<file path="src/sha1_pkg.sv">
// Shared types and constants of the SHA-1 stream hash.
`timescale 1ns / 1ps

package sha1_pkg;

    localparam int WORD_W  = 32;
    localparam int BYTE_W  = 8;
    localparam int INDEX_W = 3;
    localparam int FILL_W  = 6;
    localparam int LEN_W   = 64;
    localparam int ROUND_W = 7;

    typedef logic [WORD_W-1:0]       word_t;
    typedef logic [4:0][WORD_W-1:0]  chain_t;
    typedef logic [15:0][WORD_W-1:0] sched_t;

    localparam logic ACT_ABSORB = 1'b0;
    localparam logic ACT_FINISH = 1'b1;

    localparam chain_t INIT_CHAIN = {
        32'hC3D2E1F0, 32'h10325476, 32'h98BADCFE, 32'hEFCDAB89, 32'h67452301
    };

    localparam word_t K_ROUND_0 = 32'h5A827999;
    localparam word_t K_ROUND_1 = 32'h6ED9EBA1;
    localparam word_t K_ROUND_2 = 32'h8F1BBCDC;
    localparam word_t K_ROUND_3 = 32'hCA62C1D6;

    localparam logic [BYTE_W-1:0] PAD_BYTE = 8'h80;

    localparam logic [ROUND_W-1:0] ROUND_SCHED = 7'd16;
    localparam logic [ROUND_W-1:0] ROUND_P1    = 7'd20;
    localparam logic [ROUND_W-1:0] ROUND_P2    = 7'd40;
    localparam logic [ROUND_W-1:0] ROUND_P3    = 7'd60;
    localparam logic [ROUND_W-1:0] ROUND_LAST  = 7'd79;

    localparam logic [FILL_W-1:0]  FILL_LAST   = 6'd63;
    localparam logic [INDEX_W-1:0] INDEX_LAST  = 3'd4;

endpackage

</file>
<file path="src/sha1_in_if.sv">
// Input channel of the SHA-1 stream hash: one message byte or a finish command.
`timescale 1ns / 1ps

interface sha1_in_if;
    logic                        valid;
    logic                        ready;
    logic                        action;
    logic [sha1_pkg::BYTE_W-1:0] data_byte;

    modport source (output valid, output action, output data_byte, input ready);
    modport sink   (input valid, input action, input data_byte, output ready);
endinterface

</file>
<file path="src/sha1_out_if.sv">
// Output channel of the SHA-1 stream hash: one digest word per transaction.
`timescale 1ns / 1ps

interface sha1_out_if;
    logic                         valid;
    logic                         ready;
    logic [sha1_pkg::WORD_W-1:0]  digest_word;
    logic [sha1_pkg::INDEX_W-1:0] word_index;
    logic                         last_word;

    modport source (output valid, output digest_word, output word_index,
                    output last_word, input ready);
    modport sink   (input valid, input digest_word, input word_index,
                    input last_word, output ready);
endinterface

</file>
<file path="src/sha1_stream_hash.sv">
// SHA-1 stream hash: byte absorber, padding and one shared round unit.
//
// Usage: each transaction on item carries action and data_byte. Action
// absorb appends data_byte to the message; action finish pads the message,
// compresses the tail and then sends the 160-bit digest on digest as five
// transactions, word_index 0 to 4, most significant word first, last_word
// set on the fifth. The block then starts a fresh message.
// Throughput: an absorb is taken while item.ready is high. The byte that
// fills a 64-byte block starts a compression: one round per cycle through the
// single round adder, 80 rounds and then the chaining add, with item.ready low
// until the chaining add is done. Finish: a padding step and one compression,
// a second when 56 or more bytes are pending, then the five words at one per
// cycle while digest.ready is high. A stalled receiver holds the current digest
// word; no new item is taken until the fifth word is accepted.
// Reset (rst_n low, asynchronous) loads the initial hash words, clears the
// byte count and the length, and leaves the block idle and ready.
`timescale 1ns / 1ps

module sha1_stream_hash (
    input  logic       clk,
    input  logic       rst_n,
    sha1_in_if.sink    item,
    sha1_out_if.source digest
);

    typedef enum logic [2:0] {
        ST_IDLE,
        ST_PAD,
        ST_ROUND,
        ST_ADD,
        ST_OUT
    } state_t;

    state_t                           state_reg, state_next;
    sha1_pkg::chain_t                 chain_reg, chain_next;
    logic [sha1_pkg::FILL_W-1:0]      fill_reg, fill_next;
    logic [sha1_pkg::LEN_W-1:0]       bits_reg, bits_next;
    logic [sha1_pkg::ROUND_W-1:0]     round_reg, round_next;
    logic [sha1_pkg::INDEX_W-1:0]     index_reg, index_next;
    logic                             final_reg, final_next;
    logic                             spill_reg, spill_next;
    sha1_pkg::sched_t                 sched_reg, sched_next;
    sha1_pkg::chain_t                 vars_reg, vars_next;

    sha1_pkg::word_t                  w_mix;
    sha1_pkg::word_t                  w_cur;
    sha1_pkg::word_t                  f_cur;
    sha1_pkg::word_t                  k_cur;
    sha1_pkg::word_t                  temp;
    sha1_pkg::chain_t                 chain_sum;
    logic [sha1_pkg::FILL_W-1:0]      pos;

    // Round unit: schedule word, round function and the five-input add.
    always_comb
    begin
        w_mix = sched_reg[13] ^ sched_reg[8] ^ sched_reg[2] ^ sched_reg[0];
        w_cur = (round_reg < sha1_pkg::ROUND_SCHED) ? sched_reg[0]
                                                   : {w_mix[30:0], w_mix[31]};
        priority if (round_reg < sha1_pkg::ROUND_P1)
        begin
            f_cur = (vars_reg[1] & vars_reg[2]) | (~vars_reg[1] & vars_reg[3]);
            k_cur = sha1_pkg::K_ROUND_0;
        end
        else if (round_reg < sha1_pkg::ROUND_P2)
        begin
            f_cur = vars_reg[1] ^ vars_reg[2] ^ vars_reg[3];
            k_cur = sha1_pkg::K_ROUND_1;
        end
        else if (round_reg < sha1_pkg::ROUND_P3)
        begin
            f_cur = (vars_reg[1] & vars_reg[2]) | (vars_reg[1] & vars_reg[3])
                  | (vars_reg[2] & vars_reg[3]);
            k_cur = sha1_pkg::K_ROUND_2;
        end
        else
        begin
            f_cur = vars_reg[1] ^ vars_reg[2] ^ vars_reg[3];
            k_cur = sha1_pkg::K_ROUND_3;
        end
        temp = {vars_reg[0][26:0], vars_reg[0][31:27]} + f_cur + vars_reg[4]
             + k_cur + w_cur;
        for (int i = 0; i < 5; i++)
        begin
            chain_sum[i] = chain_reg[i] + vars_reg[i];
        end
    end

    always_comb
    begin
        state_next = state_reg;
        chain_next = chain_reg;
        fill_next  = fill_reg;
        bits_next  = bits_reg;
        round_next = round_reg;
        index_next = index_reg;
        final_next = final_reg;
        spill_next = spill_reg;
        sched_next = sched_reg;
        vars_next  = vars_reg;
        pos        = '0;

        unique case (state_reg)
            ST_IDLE:
            begin
                if (item.valid)
                begin
                    if (item.action == sha1_pkg::ACT_FINISH)
                    begin
                        state_next = ST_PAD;
                    end
                    else
                    begin
                        sched_next[fill_reg[5:2]][{~fill_reg[1:0], 3'b000} +: 8] =
                            item.data_byte;
                        bits_next = bits_reg + 64'd8;
                        fill_next = fill_reg + 6'd1;
                        if (fill_reg == sha1_pkg::FILL_LAST)
                        begin
                            vars_next  = chain_reg;
                            round_next = '0;
                            state_next = ST_ROUND;
                        end
                    end
                end
            end
            ST_PAD:
            begin
                // Keep bytes below the fill point, mark the end, zero the rest.
                for (int i = 0; i < 16; i++)
                begin
                    for (int j = 0; j < 4; j++)
                    begin
                        pos = 6'(4 * i + j);
                        if (pos == fill_reg)
                        begin
                            sched_next[i][(24 - 8 * j) +: 8] = sha1_pkg::PAD_BYTE;
                        end
                        else if (pos > fill_reg)
                        begin
                            sched_next[i][(24 - 8 * j) +: 8] = '0;
                        end
                    end
                end
                spill_next = (fill_reg[5:3] == 3'b111);
                if (fill_reg[5:3] != 3'b111)
                begin
                    sched_next[14] = bits_reg[63:32];
                    sched_next[15] = bits_reg[31:0];
                end
                final_next = 1'b1;
                vars_next  = chain_reg;
                round_next = '0;
                state_next = ST_ROUND;
            end
            ST_ROUND:
            begin
                vars_next  = {vars_reg[3], vars_reg[2],
                              {vars_reg[1][1:0], vars_reg[1][31:2]},
                              vars_reg[0], temp};
                sched_next = {w_cur, sched_reg[15:1]};
                round_next = round_reg + 7'd1;
                if (round_reg == sha1_pkg::ROUND_LAST)
                begin
                    state_next = ST_ADD;
                end
            end
            ST_ADD:
            begin
                chain_next = chain_sum;
                if (spill_reg)
                begin
                    sched_next     = '0;
                    sched_next[14] = bits_reg[63:32];
                    sched_next[15] = bits_reg[31:0];
                    vars_next      = chain_sum;
                    round_next     = '0;
                    spill_next     = 1'b0;
                    state_next     = ST_ROUND;
                end
                else if (final_reg)
                begin
                    index_next = '0;
                    state_next = ST_OUT;
                end
                else
                begin
                    state_next = ST_IDLE;
                end
            end
            ST_OUT:
            begin
                if (digest.ready)
                begin
                    chain_next = {chain_reg[4], chain_reg[4:1]};
                    index_next = index_reg + 3'd1;
                    if (index_reg == sha1_pkg::INDEX_LAST)
                    begin
                        chain_next = sha1_pkg::INIT_CHAIN;
                        fill_next  = '0;
                        bits_next  = '0;
                        final_next = 1'b0;
                        state_next = ST_IDLE;
                    end
                end
            end
            default:
            begin
                state_next = ST_IDLE;
            end
        endcase
    end

    always_ff @(posedge clk or negedge rst_n)
    begin
        if (!rst_n)
        begin
            state_reg <= ST_IDLE;
            chain_reg <= sha1_pkg::INIT_CHAIN;
            fill_reg  <= '0;
            bits_reg  <= '0;
            round_reg <= '0;
            index_reg <= '0;
            final_reg <= 1'b0;
            spill_reg <= 1'b0;
        end
        else
        begin
            state_reg <= state_next;
            chain_reg <= chain_next;
            fill_reg  <= fill_next;
            bits_reg  <= bits_next;
            round_reg <= round_next;
            index_reg <= index_next;
            final_reg <= final_next;
            spill_reg <= spill_next;
        end
    end

    always_ff @(posedge clk)
    begin
        sched_reg <= sched_next;
        vars_reg  <= vars_next;
    end

    assign item.ready         = (state_reg == ST_IDLE);
    assign digest.valid       = (state_reg == ST_OUT);
    assign digest.digest_word = chain_reg[0];
    assign digest.word_index  = index_reg;
    assign digest.last_word   = (index_reg == sha1_pkg::INDEX_LAST);

endmodule
</file>
<file path="src/flat_wrapper.sv">
// flat-port wrapper written by rule: the top's interface ports become plain ports
module sha1_stream_hash_flat 
  (clk, rst_n, item_valid, item_action, item_data_byte, item_ready, digest_valid, digest_digest_word, digest_word_index, digest_last_word, digest_ready);
  sha1_in_if item_i ();
  sha1_out_if digest_i ();
  input  logic clk;
  input  logic rst_n;
  input wire logic [$bits(item_i.valid)-1:0] item_valid;
  input wire logic [$bits(item_i.action)-1:0] item_action;
  input wire logic [$bits(item_i.data_byte)-1:0] item_data_byte;
  output wire logic [$bits(item_i.ready)-1:0] item_ready;
  output wire logic [$bits(digest_i.valid)-1:0] digest_valid;
  output wire logic [$bits(digest_i.digest_word)-1:0] digest_digest_word;
  output wire logic [$bits(digest_i.word_index)-1:0] digest_word_index;
  output wire logic [$bits(digest_i.last_word)-1:0] digest_last_word;
  input wire logic [$bits(digest_i.ready)-1:0] digest_ready;
  assign item_i.valid = item_valid;
  assign item_i.action = item_action;
  assign item_i.data_byte = item_data_byte;
  assign item_ready = item_i.ready;
  assign digest_valid = digest_i.valid;
  assign digest_digest_word = digest_i.digest_word;
  assign digest_word_index = digest_i.word_index;
  assign digest_last_word = digest_i.last_word;
  assign digest_i.ready = digest_ready;
  sha1_stream_hash u_core (.clk(clk), .rst_n(rst_n), .item(item_i), .digest(digest_i));
endmodule
</file>
<file path="config.mk">
export PLATFORM = sky130hd
export DESIGN_NAME = sha1_stream_hash_flat
export DESIGN_NICKNAME = d
export VERILOG_FILES = /design/src/sha1_pkg.sv /design/src/sha1_in_if.sv /design/src/sha1_out_if.sv /design/src/sha1_stream_hash.sv /design/src/flat_wrapper.sv
export SDC_FILE = /design/constraint.sdc
export NUM_CORES = 2
export LEC_CHECK = 0
export ABC_AREA = 1
export BUFFER_PORTS_ARGS = -buffer_cell sky130_fd_sc_hd__buf_4
export CORE_MARGIN = 2
export CORE_UTILIZATION = 55
export CTS_CLUSTER_DIAMETER = 50
export DETAILED_ROUTE_END_ITERATION = 8
export PLACE_DENSITY = 0.71
export SYNTH_ARGS = -nofsm -noshare
export SYNTH_HDL_FRONTEND = slang
export SYNTH_SLANG_ARGS = --single-unit
</file>
<file path="constraint.sdc">
create_clock -name clk -period 8.9 [get_ports clk]
set_input_delay 1.335 -clock clk [delete_from_list [all_inputs] [get_ports clk]]
set_output_delay 1.335 -clock clk [all_outputs]
set_load 0.02 [all_outputs]
</file>
==> Yosys cells after proc, flatten, opt, wreduce, memory -nomap -nowiden <==
Index checks and enable logic that the tools add are counted.
{ "op_classes": {"add_sub_neg": 14, "mul": 0, "n_div": 0, "n_lt_le_gt_ge": 70, "n_eq_ne": 146, "shifts": 2, "n_mux": 183, "bitwise": 14, "reduce_logical": 79} }
{ "ops": {"columns": ["cell", "count"], "rows": [
  ["512-bit case mux with 4 select lines", 1],
  ["512-bit 2-to-1 mux", 3],
  ["8-bit 2-to-1 mux", 128],
  ["160-bit 2-to-1 mux", 6],
  ["160-bit case mux with 4 select lines", 1],
  ["512-bit bitwise mux", 1],
  ["5-bit AND reduction", 67],
  ["64-bit 2-to-1 mux", 5],
  ["160-bit case mux with 2 select lines", 1],
  ["32-bit adder", 9],
  ["32-bit 2-to-1 mux", 7],
  ["6-bit equality test, first input constant", 32],
  ["6-bit > comparator, first input constant", 32],
  ["3-bit by 1-bit != test with 1-bit output, second input constant", 56],
  ["32-bit XOR", 5],
  ["32-bit AND", 4],
  ["32-bit demux with 4-bit select", 1],
  ["64-bit case mux with 2 select lines", 1],
  ["5-bit by 6-bit equality test with 1-bit output, first input constant", 16],
  ["5-bit by 6-bit > comparator with 1-bit output, first input constant", 16],
  ["32-bit OR", 3],
  ["64-bit by 4-bit adder with 64-bit output, second input constant", 1],
  ["4-bit by 6-bit equality test with 1-bit output, first input constant", 8],
  ["4-bit by 6-bit > comparator with 1-bit output, first input constant", 8],
  ["other kinds (46)", 96]
]} }
{ "word_totals": {"ff_bits": 917, "latch_bits": 0, "mem_bits_rw": 0, "mem_bits_ro": 0, "inputBits": 13, "mem_count": 0} }

==> Logic depth before layout (Yosys ltp) <==
{ "logic_depth": {"ltp_word": 11, "depth_mapped": 26} }

==> Worst setup path after synthesis <==
Ideal clock, no wire load.
{ "synth_timing": {"path_kind": "input-to-reg", "startpoint": "in item_valid", "endpoint": "reg u_core.round_reg[6] (netlist bit)", "setup_time_ns": 0.132, "arrival_ns": 6.874, "required_time_ns": 8.768, "slack_ns": 1.893, "path_stages": 7, "path_buffers": 0, "cell_sequence": "inv_1 nand2_1 nand4_1 nor2_2 inv_1 o22ai_1 a21oi_1"} }
{ "synth_between": {"elab_chain_cells": 2} }
{ "synth_lines": {"columns": ["item", "line", "rtl"], "rows": [
  ["start: declaration", "flat_wrapper.sv:8", "input wire logic [$bits(item_i.valid)-1:0] item_valid;"],
  ["2-bit != test (no source line)", null, null],
  ["5-bit AND reduction (no source line)", null, null],
  ["end signal: assignment", "sha1_stream_hash.sv:232", "round_reg <= round_next;"],
  ["end: declaration", "sha1_stream_hash.sv:38", "logic [sha1_pkg::ROUND_W-1:0] round_reg, round_next;"]
]} }
Every way passes these cells.
A chain may end at the register's enable or synchronous reset.

==> results_dict.tcl <==
set metrics [dict create \
    clkSinkCount 914 \
    cap_violations 1 \
    layout.nets 7659 \
    syn2layout_area_growth_pct 9.39 \
    cts_tree "yes" \
    portBuffers 50 \
    r2r_slack_ps 2580 \
    hpwl_um 197000 \
    yosys-top-cells-count "nand2_1, o21ai_0, inv_1, edfxtp_1, nor2_1" \
    cts-root-buf "clkbuf_16" \
    cp-end-kind "flip-flop" \
    vias 57300 \
    drt_iter0_drc 8532 \
    synth.area.top_cells "edfxtp_1, nand2_1, o21ai_0" \
    clk_pin_slew_ps 60 \
    multi_input_area_um2 29600 \
    fin_tns_setup_ps 0 \
    grt.overflow.total 0 \
    period_share 0.710 \
    synthFlopType "edfxtp_1" \
    crit_start "u_core.round_reg[6]" \
    ant_nets 0 \
    io_pins 51 \
    drc 0 \
    drive_gt1_frac 0.0685 \
    hold_class "flip-flop to flip-flop" \
    r2r-end "u_core.vars_reg[25]" \
    die_y_um 335 \
    largest_reg_flops 512 \
    grt_pass1_vias 53000 \
    clock.fmax_mhz 158 \
    async_reset_ff_frac 0.265 \
    rsz0062_at_grt "no" \
    htreeDepth 3 \
    cts_made_buffers 119 \
    synth.cell_area_um2 60200 \
    relSlewSlack -0.0174 \
    cts_resized 0 \
    status "finished with violations" \
    r2r_start "u_core.round_reg[6]" \
    start_kind "flip-flop" \
    worstHoldPathCells 2 \
    hold_buffers 0 \
    core-area_um2 109000 \
    post_cts_buffers 0 \
    synth.distinct_cells 61 \
    crit_path_end "u_core.vars_reg[25]" \
    gp_congestion 1.12 \
    synth_seq_cells 914 \
    dieArea_um2 112000 \
    die_w_um 335 \
    nFillCells 9689 \
    required_ps 9360 \
    regArea_um2 26300 \
    worstPathArrival_ps 6780 \
    yosysTopAreaCell "edfxtp_1" \
    clockBufferDepth 3 \
    synth_edf_count 672 \
    grtUsageTotal 0.450 \
    skew_ps 54.0 \
    critical_path_class "flip-flop to flip-flop" \
    vias_per_cell 6.49 \
    finalMaxSlewViolations 3 \
    core.rowCount 121 \
    synth_top_area_frac 0.335 \
    violations "max-capacitance violations, max-slew violations" \
    avgSynthCellArea_um2 8.20 \
    hold_violations 0 \
    grt_first_pass_wirelength_um 367000 \
    yosysWarnings 0 \
    setup_viol 0 \
    clk_latency_ps 760 \
    worstMarginPinSlew_ps 1510 \
    synthCells 7345 \
    rr_worst_depth 24 \
    wl_per_cell_um 29.2 \
    synth_most_common_cell "nand2_1" \
    grt_start_max_net_pins 201 \
    start_util 0.554 \
    cp_max_fo 21 \
    dr.pass1.iters 9 \
    post-route-min-period_ps 6320 \
    antenna_found_initial 5 \
    synth_nets 7708 \
    ys_seq_area_frac 0.437 \
    finalWirelength_um 257000 \
]
## how the worst min path moves through the flow
stage | startpoint | end | slack [ps]
after global placement | u_core.chain_reg[113] | u_core.chain_reg[113] | 480
final | u_core.chain_reg[113] | u_core.chain_reg[113] | 490
after floorplan | u_core.round_reg[1] | u_core.round_reg[1] | 460
after global routing | u_core.chain_reg[101] | u_core.chain_reg[101] | 500
after detailed placement | u_core.chain_reg[63] | u_core.chain_reg[63] | 480
after CTS | u_core.chain_reg[113] | u_core.chain_reg[113] | 490
## critical path: stages (launching register included)
cell and delay (ps):
dfrtp_1 410, inv_1 200, nand2_1 120, nor2_2 110, buf_4 290, clkinv_1 130, nand2_1 700, buf_4 320
o22ai_1 80, a21oi_1 330, fa_1 500, fa_1 510, inv_1 50, fa_1 500, inv_1 40, ha_1 350
a21oi_1 190, o21ai_0 140, a21oi_1 230, inv_1 130, nand3_1 80, nand3_1 120, or2_2 300, nand3_1 80
nand3_1 100
## routing by layer
| layer | GRT usage | vias to the layer above | part of all wire |
|---|---|---|---|
| li1 | - | 25000 | - |
| met1 | 0.584 | 27400 | 0.37 |
| met2 | 0.635 | 4015 | 0.41 |
| met3 | 0.170 | 811 | 0.14 |
| met4 | 0.274 | 6 | 0.073 |
| met5 | 0.0117 | - | 0.0012 |
## through the flow
stage               area [um^2]  worst slack (ps)   util  cells  hold slack [ps]
finish                    65900              2580  0.606   8820              493
global route              65900              2180  0.606   8814              502
CTS                       65900              2650  0.606   8814              492
detailed placement        61800              2720  0.569   8589              484
global placement          61800              2820  0.569   8589              476
floorplan                 60200              1890      -   7345              461
## cell families after synthesis
group,after synthesis,share of synthesized area
AO/OA/AOI/OAI,1675,0.160
AND/OR/NAND/NOR,3113,0.215
flip-flops,914,0.437
multiplexers,1,0.000166
adder cells (fa/ha/maj),350,0.0882
XOR/XNOR,183,0.0266
buffers and inverters,1109,0.0728
## layout by cell type, fill, tap and decap left out, drive strengths merged, types with 138 or more instances in the layout
master,count
nand3,411
buf,138
inv,819
nand2,1842
dfrtp,162
clkbuf,140
o21ai,827
edfxtp,672
a21oi,354
ha,226
nor2,569
## cell type report
cell class              count  area share
diodes                      6    0.000228
clock buffers             140      0.0476
clock inverters            85      0.0141
inverters                 801      0.0457
multi-input cells        5322       0.449
flip-flops and latches    914       0.400
well taps                1414      0.0269
repair buffers            138      0.0168
Power is left out: the tool's default activity adds up to more than one toggle a clock period on the data nets, which glitch-free logic cannot reach.
